### src/hw/rtl/sm3_pkg.sv
// SM3 engine shared constants, command struct and bit functions
`default_nettype none
package sm3_pkg;

   localparam int unsigned BlockWords  = 16;
   localparam int unsigned Rounds      = 64;
   localparam int unsigned DigestWords = 8;

   localparam logic [31:0] T_LOW  = 32'h79cc4519;
   localparam logic [31:0] T_HIGH = 32'h7a879d8a;

   localparam logic [31:0] IV [DigestWords] = '{
      32'h7380166f, 32'h4914b2b9, 32'h172442d7, 32'hda8a0600,
      32'ha96f30bc, 32'h163138aa, 32'he38dee4d, 32'hb0fb0e4e
   };

   function automatic logic [31:0] rotl(input logic [31:0] x, input int unsigned n);
      logic [63:0] d;
      d = {x, x} << (n % 32);
      return d[63:32];
   endfunction

   function automatic logic [31:0] perm0(input logic [31:0] x);
      return x ^ rotl(x, 9) ^ rotl(x, 17);
   endfunction

   function automatic logic [31:0] perm1(input logic [31:0] x);
      return x ^ rotl(x, 15) ^ rotl(x, 23);
   endfunction

   localparam logic [31:0] T_HIGH_R16 = rotl(T_HIGH, 16);

   typedef struct packed {
      logic load_word;
      logic first;
      logic start;
      logic round;
      logic low_phase;
      logic tj_switch;
      logic feed;
      logic handoff;
      logic out_shift;
   } cmd_type;

endpackage
`default_nettype wire

### src/hw/rtl/sm3_hash_engine_core.sv
// SM3 hash engine top level: controller and datapath
//
// Each request carries one padded big-endian message word. A word is taken
// whenever the engine is idle; the sixteenth word of a block starts the
// compression, which runs one round per cycle in a single round unit, then
// a feed-forward step, with the request side stalled throughout. A block
// that ends the message then passes through a hand-off state that copies the
// digest into an output buffer, waiting there while that buffer still holds
// the previous digest. The buffer presents the eight words in order (index 0
// most significant, last_word on index 7) while new requests are already
// taken. A final mark on a word that does not complete a block is ignored;
// without a first mark hashing chains on.
`default_nettype none
module sm3_hash_engine_core (
   input  wire logic        clock,
   input  wire logic        reset,
   input  wire logic        req_valid,
   output logic             req_stall,
   input  wire logic [31:0] req_message_word,
   input  wire logic        req_first_word,
   input  wire logic        req_final_word,
   output logic             rsp_valid,
   input  wire logic        rsp_stall,
   output logic [31:0]      rsp_digest_word,
   output logic [2:0]       rsp_word_index,
   output logic             rsp_last_word
);

   sm3_pkg::cmd_type cmd;

   sm3_ctrl u_ctrl (
      .clock          (clock),
      .reset          (reset),
      .req_valid      (req_valid),
      .req_first_word (req_first_word),
      .req_final_word (req_final_word),
      .req_stall      (req_stall),
      .rsp_valid      (rsp_valid),
      .rsp_stall      (rsp_stall),
      .rsp_word_index (rsp_word_index),
      .rsp_last_word  (rsp_last_word),
      .cmd            (cmd)
   );

   sm3_dp u_dp (
      .clock            (clock),
      .reset            (reset),
      .cmd              (cmd),
      .req_message_word (req_message_word),
      .rsp_digest_word  (rsp_digest_word)
   );

`ifndef ASSERT_OFF
   a_rounds_stall: assert property (@(posedge clock) disable iff (reset)
      cmd.start |=> req_stall)
      else $error("request taken during compression");

   a_last_ends: assert property (@(posedge clock) disable iff (reset)
      (rsp_valid && !rsp_stall && rsp_last_word) |=> !rsp_valid)
      else $error("digest output continued past last word");

   a_index_step: assert property (@(posedge clock) disable iff (reset)
      (rsp_valid && !rsp_stall && !rsp_last_word) |=>
         (rsp_valid && rsp_word_index == $past(rsp_word_index) + 3'd1))
      else $error("digest word index did not advance");
`endif

endmodule
`default_nettype wire

### src/hw/rtl/sm3_ctrl.sv
// SM3 engine controller: word counting, round sequencing and digest hand-off
`default_nettype none
module sm3_ctrl (
   input  wire logic            clock,
   input  wire logic            reset,
   input  wire logic            req_valid,
   input  wire logic            req_first_word,
   input  wire logic            req_final_word,
   output logic                 req_stall,
   output logic                 rsp_valid,
   input  wire logic            rsp_stall,
   output logic [2:0]           rsp_word_index,
   output logic                 rsp_last_word,
   output sm3_pkg::cmd_type     cmd
);

   typedef enum logic [3:0] {
      ST_IDLE  = 4'b0001,
      ST_ROUND = 4'b0010,
      ST_FEED  = 4'b0100,
      ST_HAND  = 4'b1000
   } state_type;

   state_type  state_ff, state_in;
   logic [3:0] word_count_ff, word_count_in;
   logic [5:0] round_ff, round_in;
   logic       final_ff, final_in;
   logic       out_busy_ff, out_busy_in;
   logic [2:0] out_idx_ff, out_idx_in;

   logic       accept;
   logic [3:0] cnt_eff;
   logic       out_take;

   assign req_stall      = (state_ff != ST_IDLE);
   assign accept         = req_valid & ~req_stall;
   assign cnt_eff        = req_first_word ? 4'd0 : word_count_ff;
   assign rsp_valid      = out_busy_ff;
   assign rsp_word_index = out_idx_ff;
   assign rsp_last_word  = (out_idx_ff == 3'(sm3_pkg::DigestWords - 1));
   assign out_take       = out_busy_ff & ~rsp_stall;

   always_comb begin
      state_in      = state_ff;
      word_count_in = word_count_ff;
      round_in      = round_ff;
      final_in      = final_ff;
      out_busy_in   = out_busy_ff;
      out_idx_in    = out_idx_ff;
      cmd           = '0;
      cmd.load_word = accept;
      cmd.first     = accept & req_first_word;
      cmd.low_phase = (round_ff[5:4] == 2'd0);
      cmd.tj_switch = (round_ff == 6'(sm3_pkg::BlockWords - 1));
      cmd.out_shift = out_take;

      if (out_take) begin
         out_idx_in = out_idx_ff + 3'd1;
         if (rsp_last_word) begin
            out_busy_in = 1'b0;
         end
      end

      case (state_ff)
         ST_IDLE: begin
            if (accept) begin
               word_count_in = cnt_eff + 4'd1;
               if (cnt_eff == 4'(sm3_pkg::BlockWords - 1)) begin
                  cmd.start = 1'b1;
                  round_in  = 6'd0;
                  final_in  = req_final_word;
                  state_in  = ST_ROUND;
               end
            end
         end
         ST_ROUND: begin
            cmd.round = 1'b1;
            round_in  = round_ff + 6'd1;
            if (round_ff == 6'(sm3_pkg::Rounds - 1)) begin
               state_in = ST_FEED;
            end
         end
         ST_FEED: begin
            cmd.feed = 1'b1;
            state_in = final_ff ? ST_HAND : ST_IDLE;
         end
         ST_HAND: begin
            if (!out_busy_ff) begin
               cmd.handoff = 1'b1;
               out_busy_in = 1'b1;
               out_idx_in  = 3'd0;
               state_in    = ST_IDLE;
            end
         end
         default: begin
            state_in = ST_IDLE;
         end
      endcase
   end

   always_ff @(posedge clock) begin
      if (reset) begin
         state_ff      <= ST_IDLE;
         word_count_ff <= '0;
         round_ff      <= '0;
         final_ff      <= 1'b0;
         out_busy_ff   <= 1'b0;
         out_idx_ff    <= '0;
      end else begin
         state_ff      <= state_in;
         word_count_ff <= word_count_in;
         round_ff      <= round_in;
         final_ff      <= final_in;
         out_busy_ff   <= out_busy_in;
         out_idx_ff    <= out_idx_in;
      end
   end

endmodule
`default_nettype wire

### src/hw/rtl/sm3_dp.sv
// SM3 engine datapath: message window, round unit, chaining value, digest buffer
`default_nettype none
module sm3_dp (
   input  wire logic              clock,
   input  wire logic              reset,
   input  wire sm3_pkg::cmd_type  cmd,
   input  wire logic [31:0]       req_message_word,
   output logic [31:0]            rsp_digest_word
);

   logic [31:0] cv_ff   [sm3_pkg::DigestWords];
   logic [31:0] wr_ff   [sm3_pkg::DigestWords];
   logic [31:0] win_ff  [sm3_pkg::BlockWords];
   logic [31:0] obuf_ff [sm3_pkg::DigestWords];
   logic [31:0] tj_ff;

   logic [31:0] w_new, win_tail;
   logic [31:0] a12, ss1, ss2, ffv, ggv, tt1, tt2;

   assign w_new = sm3_pkg::perm1(win_ff[0] ^ win_ff[7] ^ sm3_pkg::rotl(win_ff[13], 15))
                  ^ sm3_pkg::rotl(win_ff[3], 7) ^ win_ff[10];
   assign win_tail = cmd.round ? w_new : req_message_word;

   always_comb begin
      a12 = sm3_pkg::rotl(wr_ff[0], 12);
      ss1 = sm3_pkg::rotl(a12 + wr_ff[4] + tj_ff, 7);
      ss2 = ss1 ^ a12;
      if (cmd.low_phase) begin
         ffv = wr_ff[0] ^ wr_ff[1] ^ wr_ff[2];
         ggv = wr_ff[4] ^ wr_ff[5] ^ wr_ff[6];
      end else begin
         ffv = (wr_ff[0] & wr_ff[1]) | (wr_ff[0] & wr_ff[2]) | (wr_ff[1] & wr_ff[2]);
         ggv = (wr_ff[4] & wr_ff[5]) | (~wr_ff[4] & wr_ff[6]);
      end
      tt1 = ffv + wr_ff[3] + ss2 + (win_ff[0] ^ win_ff[4]);
      tt2 = ggv + wr_ff[7] + ss1 + win_ff[0];
   end

   always_ff @(posedge clock) begin
      if (reset) begin
         cv_ff <= sm3_pkg::IV;
      end else if (cmd.first) begin
         cv_ff <= sm3_pkg::IV;
      end else if (cmd.feed) begin
         for (int i = 0; i < sm3_pkg::DigestWords; i++) begin
            cv_ff[i] <= cv_ff[i] ^ wr_ff[i];
         end
      end
   end

   always_ff @(posedge clock) begin
      if (cmd.start) begin
         wr_ff <= cv_ff;
      end else if (cmd.round) begin
         wr_ff[0] <= tt1;
         wr_ff[1] <= wr_ff[0];
         wr_ff[2] <= sm3_pkg::rotl(wr_ff[1], 9);
         wr_ff[3] <= wr_ff[2];
         wr_ff[4] <= sm3_pkg::perm0(tt2);
         wr_ff[5] <= wr_ff[4];
         wr_ff[6] <= sm3_pkg::rotl(wr_ff[5], 19);
         wr_ff[7] <= wr_ff[6];
      end
   end

   always_ff @(posedge clock) begin
      if (cmd.start) begin
         tj_ff <= sm3_pkg::T_LOW;
      end else if (cmd.round) begin
         tj_ff <= cmd.tj_switch ? sm3_pkg::T_HIGH_R16 : sm3_pkg::rotl(tj_ff, 1);
      end
   end

   always_ff @(posedge clock) begin
      if (cmd.load_word || cmd.round) begin
         for (int i = 0; i < sm3_pkg::BlockWords - 1; i++) begin
            win_ff[i] <= win_ff[i + 1];
         end
         win_ff[sm3_pkg::BlockWords - 1] <= win_tail;
      end
   end

   always_ff @(posedge clock) begin
      if (cmd.handoff) begin
         obuf_ff <= cv_ff;
      end else if (cmd.out_shift) begin
         for (int i = 0; i < sm3_pkg::DigestWords - 1; i++) begin
            obuf_ff[i] <= obuf_ff[i + 1];
         end
         obuf_ff[sm3_pkg::DigestWords - 1] <= obuf_ff[sm3_pkg::DigestWords - 1];
      end
   end

   assign rsp_digest_word = obuf_ff[0];

endmodule
`default_nettype wire

### config.mk
export PLATFORM = sky130hd
export DESIGN_NAME = sm3_hash_engine_core
export DESIGN_NICKNAME = d
export VERILOG_FILES = /design/src/hw/rtl/sm3_pkg.sv /design/src/hw/rtl/sm3_hash_engine_core.sv /design/src/hw/rtl/sm3_ctrl.sv /design/src/hw/rtl/sm3_dp.sv
export SDC_FILE = /design/constraint.sdc
export NUM_CORES = 2
export LEC_CHECK = 0
export ABC_CLOCK_PERIOD_IN_PS = 10900
export BUFFER_PORTS_ARGS = -buffer_cell sky130_fd_sc_hd__buf_2
export CAP_MARGIN = 20
export CELL_PAD_IN_SITES_DETAIL_PLACEMENT = 1
export CELL_PAD_IN_SITES_GLOBAL_PLACEMENT = 1
export CORE_ASPECT_RATIO = 0.7
export CORE_MARGIN = 2
export CORE_UTILIZATION = 53
export DETAILED_ROUTE_END_ITERATION = 8
export GPL_ROUTABILITY_DRIVEN = 0
export PLACE_DENSITY = 0.84
export SETUP_SLACK_MARGIN = 0.3
export SYNTH_ARGS = -nofsm -noshare
export SYNTH_HDL_FRONTEND = slang
export SYNTH_HIERARCHICAL = 1
export SYNTH_SLANG_ARGS = --single-unit
export TNS_END_PERCENT = 30
### constraint.sdc
create_clock -name clock -period 10.9 [get_ports clock]
set_input_delay 1.635 -clock clock [delete_from_list [all_inputs] [get_ports clock]]
set_output_delay 1.635 -clock clock [all_outputs]
set_load 0.01 [all_outputs]
==> summary.md <==
The first detailed-routing pass took 6 iterations. The number of buffers added on ports came out at 75. The pin slew with the least headroom to its limit was 1.35 ns; the relative max-transition margin was 9.97%. The tools report the number of buffers inserted by hold repair at cts as 0. Leaving out fill and tap cells, the most frequent cell in the layout is sky130_fd_sc_hd__edfxtp_1. The first-pass GRT wire length is 291000 um.

The clock passes through at most 3 buffers. The worst-case IR drop observed on VDD is 0.164 mV. For the worst setup path, the data required time is 11.41 ns.

When the netlist entered floorplanning its net count stood at 4953. The setup path with the least slack is of type register to register. The worst setup path is captured at a register. The tools report the number of top-level pins as 76. Setup repair after global routing left no endpoint under its margin. Entering global routing, the biggest net connects 170 pins. In the finished design, the share of the clock period the worst path needs comes to 77.4%. The minimum clock period was 8.43 ns; the latest clock arrival within the worst-skew pair was 0.79 ns. Clock-pin slew was measured on the worst setup and hold paths at 0.08 ns.

Post-synthesis instance area: 62800 um^2. Yosys mapped a number of flops with a built-in enable equal to 1024. The worst hold path belongs to the class register to register. Wires add up to 201000 um.

The via count of the first global-routing pass is 40872, and the via total after detailed routing is 40178. The tools report the number of fill cells in the layout as 11270. The final layout contains 4995 nets. For the row count, the log shows 105.

The prevailing post-synth register cell was sky130_fd_sc_hd__edfxtp_1. The per-cell routed wire length was 31.7 um; the total congestion overflow was 0. The run finished with clean final reports.

The area share of the largest cell type after synthesis is 49.0%. Once the floorplan was initialized, standard cells occupied 53.5% of the core. On the critical path, the stage with the largest delay is an instance of sky130_fd_sc_hd__a21boi_0. The run gives 92 as the unique cell type count in the Yosys netlist. The tool flagged a number of max-cap violations equal to 0. At the placement stage, the worst setup path has a slack of 2.97 ns. The logs give 0 ns for the total negative slack and 2.47 ns for the post-route worst setup slack. The data arrival time of the critical path is 8.94 ns, and the largest stage delay on the critical path is 0.93 ns.

Based on the critical path, the design can be clocked at up to 0.119 GHz. Sequential elements use 58.8% of the synthesized area. TritonCTS built the clock tree. Of all nets on the critical path, the largest fanout is 7. The number of failing hold endpoints at the final stage is 0. The cell area power density is 161 nW/um^2, and the warning count from the yosys run is 6. Traced cell by cell, the critical path runs through fa_1 > ha_1 > a21oi_1 > nand2_1 > a221oi_1 > nand3_1 > o21a_1 > o31a_1 > o21a_1 > nor2_1 > xor2_1 > fa_1 > fa_1 > inv_1 > ha_1 > o21a_1 > o31a_1 > o31ai_1 > a21boi_0 > o21ai_0 > a2111oi_0 > and3b_1. Dividing the synthesized area by the synthesized cell count gives 13.6 um^2. Summed over all nets, the half-perimeter wirelength after detailed placement is 137000 um. The number of setup buffers added after CTS is 0.

The die covers 121000 um^2. Of the cells placed in the final design, the portion with a size suffix greater than 1 is 17.3%. Ranked by total cell area, the synthesized netlist is headed by sky130_fd_sc_hd__edfxtp_1 (49%), sky130_fd_sc_hd__dfxtp_1 (9.8%), sky130_fd_sc_hd__mux2_2 (8.6%), sky130_fd_sc_hd__fa_1 (6.0%), sky130_fd_sc_hd__xor2_1 (3.9%). The top cell type by total area after synthesis was sky130_fd_sc_hd__edfxtp_1. Buffers inserted during clock tree synthesis total 130. The clock sink count is 1331, and the number of max-slew violations in the final report is 0. The area added between synthesis and finish was 9.60%; the number of levels the H-tree was split into was 4. The standard cell core area was 117000 um^2; the cell leakage power was 24.8 nW. The number of antenna violations at the first check in global routing came out at 15.

STA classifies the critical path startpoint as a register. Overall track demand over capacity in global routing: 33.0%. After synthesis the netlist holds a flip-flop and latch count of 1331. Between clock sinks in the finished design, the worst skew comes to 0.0348 ns.

The cell count after synthesis came out at 4631. The number of gates resized after CTS was 0. In the routed design, unresolved DRC markers number 0.

The library cells used most frequently in the layout, excluding fill and tap cells, are sky130_fd_sc_hd__edfxtp_1 (1024), sky130_fd_sc_hd__mux2_2 (479), sky130_fd_sc_hd__dfxtp_1 (307), sky130_fd_sc_hd__xor2_1 (281), sky130_fd_sc_hd__xnor2_1 (266). In the synthesized netlist the async set-or-reset flop fraction comes to 0%. The first routing iteration left 5643 violations. Using the TritonRoute via totals, the vias-per-cell ratio works out to 6.34. In this run the horizontal extent of the chip is 415 um.

The die boundary height works out to 292 um. The root buffer cell chosen for the clock tree is sky130_fd_sc_hd__clkbuf_16. The count of nets left with antenna violations once routing finished came out at 0.

The tools report the final setup violation count as 0.
[Yosys cell counts (138+ instances only)]
master and count:
sky130_fd_sc_hd__a21oi_1 210, sky130_fd_sc_hd__xnor2_1 266, sky130_fd_sc_hd__fa_1 188, sky130_fd_sc_hd__edfxtp_1 1024
sky130_fd_sc_hd__xor2_1 281, sky130_fd_sc_hd__nand2_1 235, sky130_fd_sc_hd__mux2_2 479, sky130_fd_sc_hd__inv_1 225
sky130_fd_sc_hd__dfxtp_1 307, sky130_fd_sc_hd__clkbuf_1 159, sky130_fd_sc_hd__o21ai_0 228, sky130_fd_sc_hd__and3_1 138
sky130_fd_sc_hd__nor2_1 225
[power by group]
| part | switching (mW) | leakage (nW) | internal, mW |
|---|---|---|---|
| combinational | 0.565 | 10.7 | 0.330 |
| clock | 2.06 | 2.03 | 2.49 |
| sequential | 0.0787 | 12.1 | 5.58 |
| total | 2.71 | 24.8 | 8.40 |
[metal layers]
layer | vias up | part of all wire [%] | GRT usage (%)
li1 | 16632 | - | -
met3 | 483 | 12 | 9.97
met2 | 2436 | 43 | 47.9
met4 | 10 | 4.8 | 14.3
met1 | 20617 | 40 | 46.1
met5 | - | 0.035 | 0
[kinds of logic (layout without fill, tap and decap cells)]
kind of cell	count (synthesis)	count (layout)	share of synthesized area (%)
buf+inv	436	582	2.85
simple gates	825	825	6.50
xor+xnor	561	561	8.13
flops	1331	1331	58.8
mux	497	497	8.89
fa+ha+maj	314	314	8.39
other cells	0	9	0
compound gates	667	667	6.48
[worst paths after layout]
kind | start | endpoint | slack, ns | cells past startpoint
max | u_dp/a12[20]$_DFFE_PP_ | u_dp/wr_ff[103]$_DFFE_PP_ | 2.47 | 22
min reg2reg | u_dp/win_ff[1][221]$_DFFE_PP_ | u_dp/win_ff[1][189]$_DFFE_PP_ | 0.40 | 0
min | u_dp/win_ff[1][221]$_DFFE_PP_ | u_dp/win_ff[1][189]$_DFFE_PP_ | 0.40 | 0
max reg2reg | u_dp/a12[20]$_DFFE_PP_ | u_dp/wr_ff[103]$_DFFE_PP_ | 2.47 | 22
[layout make-up]
class	count	area, um^2	area share, %
Tap cell	1551	1940	2.82
Clock buffer	176	3650	5.31
Clock inverter	60	514	0.747
Timing Repair Buffer	118	761	1.11
Multi-Input combinational cell	2864	24100	35.1
Inverter	228	883	1.28
Antenna cell	9	22.5	0.0327
Sequential cell	1331	36900	53.6
[stage by stage]
stage | power (mW) | cell area (um^2) | hold slack (ns) | std cells | utilization (%)
CTS | 11.1 | 68800 | 0.406 | 6326 | 58.6
detailed placement | 6.61 | 64600 | 0.405 | 6090 | 55.1
global route | 11.4 | 68800 | 0.418 | 6329 | 58.6
finish | 11.1 | 68800 | 0.398 | 6337 | 58.7
floorplan | 6.31 | 62800 | 0.400 | 4631 | -
global placement | 6.55 | 64600 | 0.400 | 6087 | 55.1
[worst max-delay path: cells and delay by family, from the launching register on]
family,cells,cell delay [ns]
buffers and inverters,1,0.04
and+or+nand+nor,4,0.84
DFF,1,0.70
xor gates and xnor gates,1,0.45
AOI/OAI and AO/OA,11,3.80
adders and majority gates,5,2.31
[flip-flops by register name, indices dropped and copies added (netlist names)]
signal	count
u_dp/rsp_digest_word	32
u_dp/wr_ff	224
u_ctrl/state_ff	4
u_dp/win_ff	512
u_dp/cv_ff	256
u_dp/a12	32
u_ctrl/rsp_valid	1
u_ctrl/word_count_ff	4
u_ctrl/final_ff	1
u_dp/tj_ff	32
u_dp/obuf_ff	224
u_ctrl/rsp_word_index	3
u_ctrl/round_ff	6
Note: power is estimated with default switching activity, not from simulation.
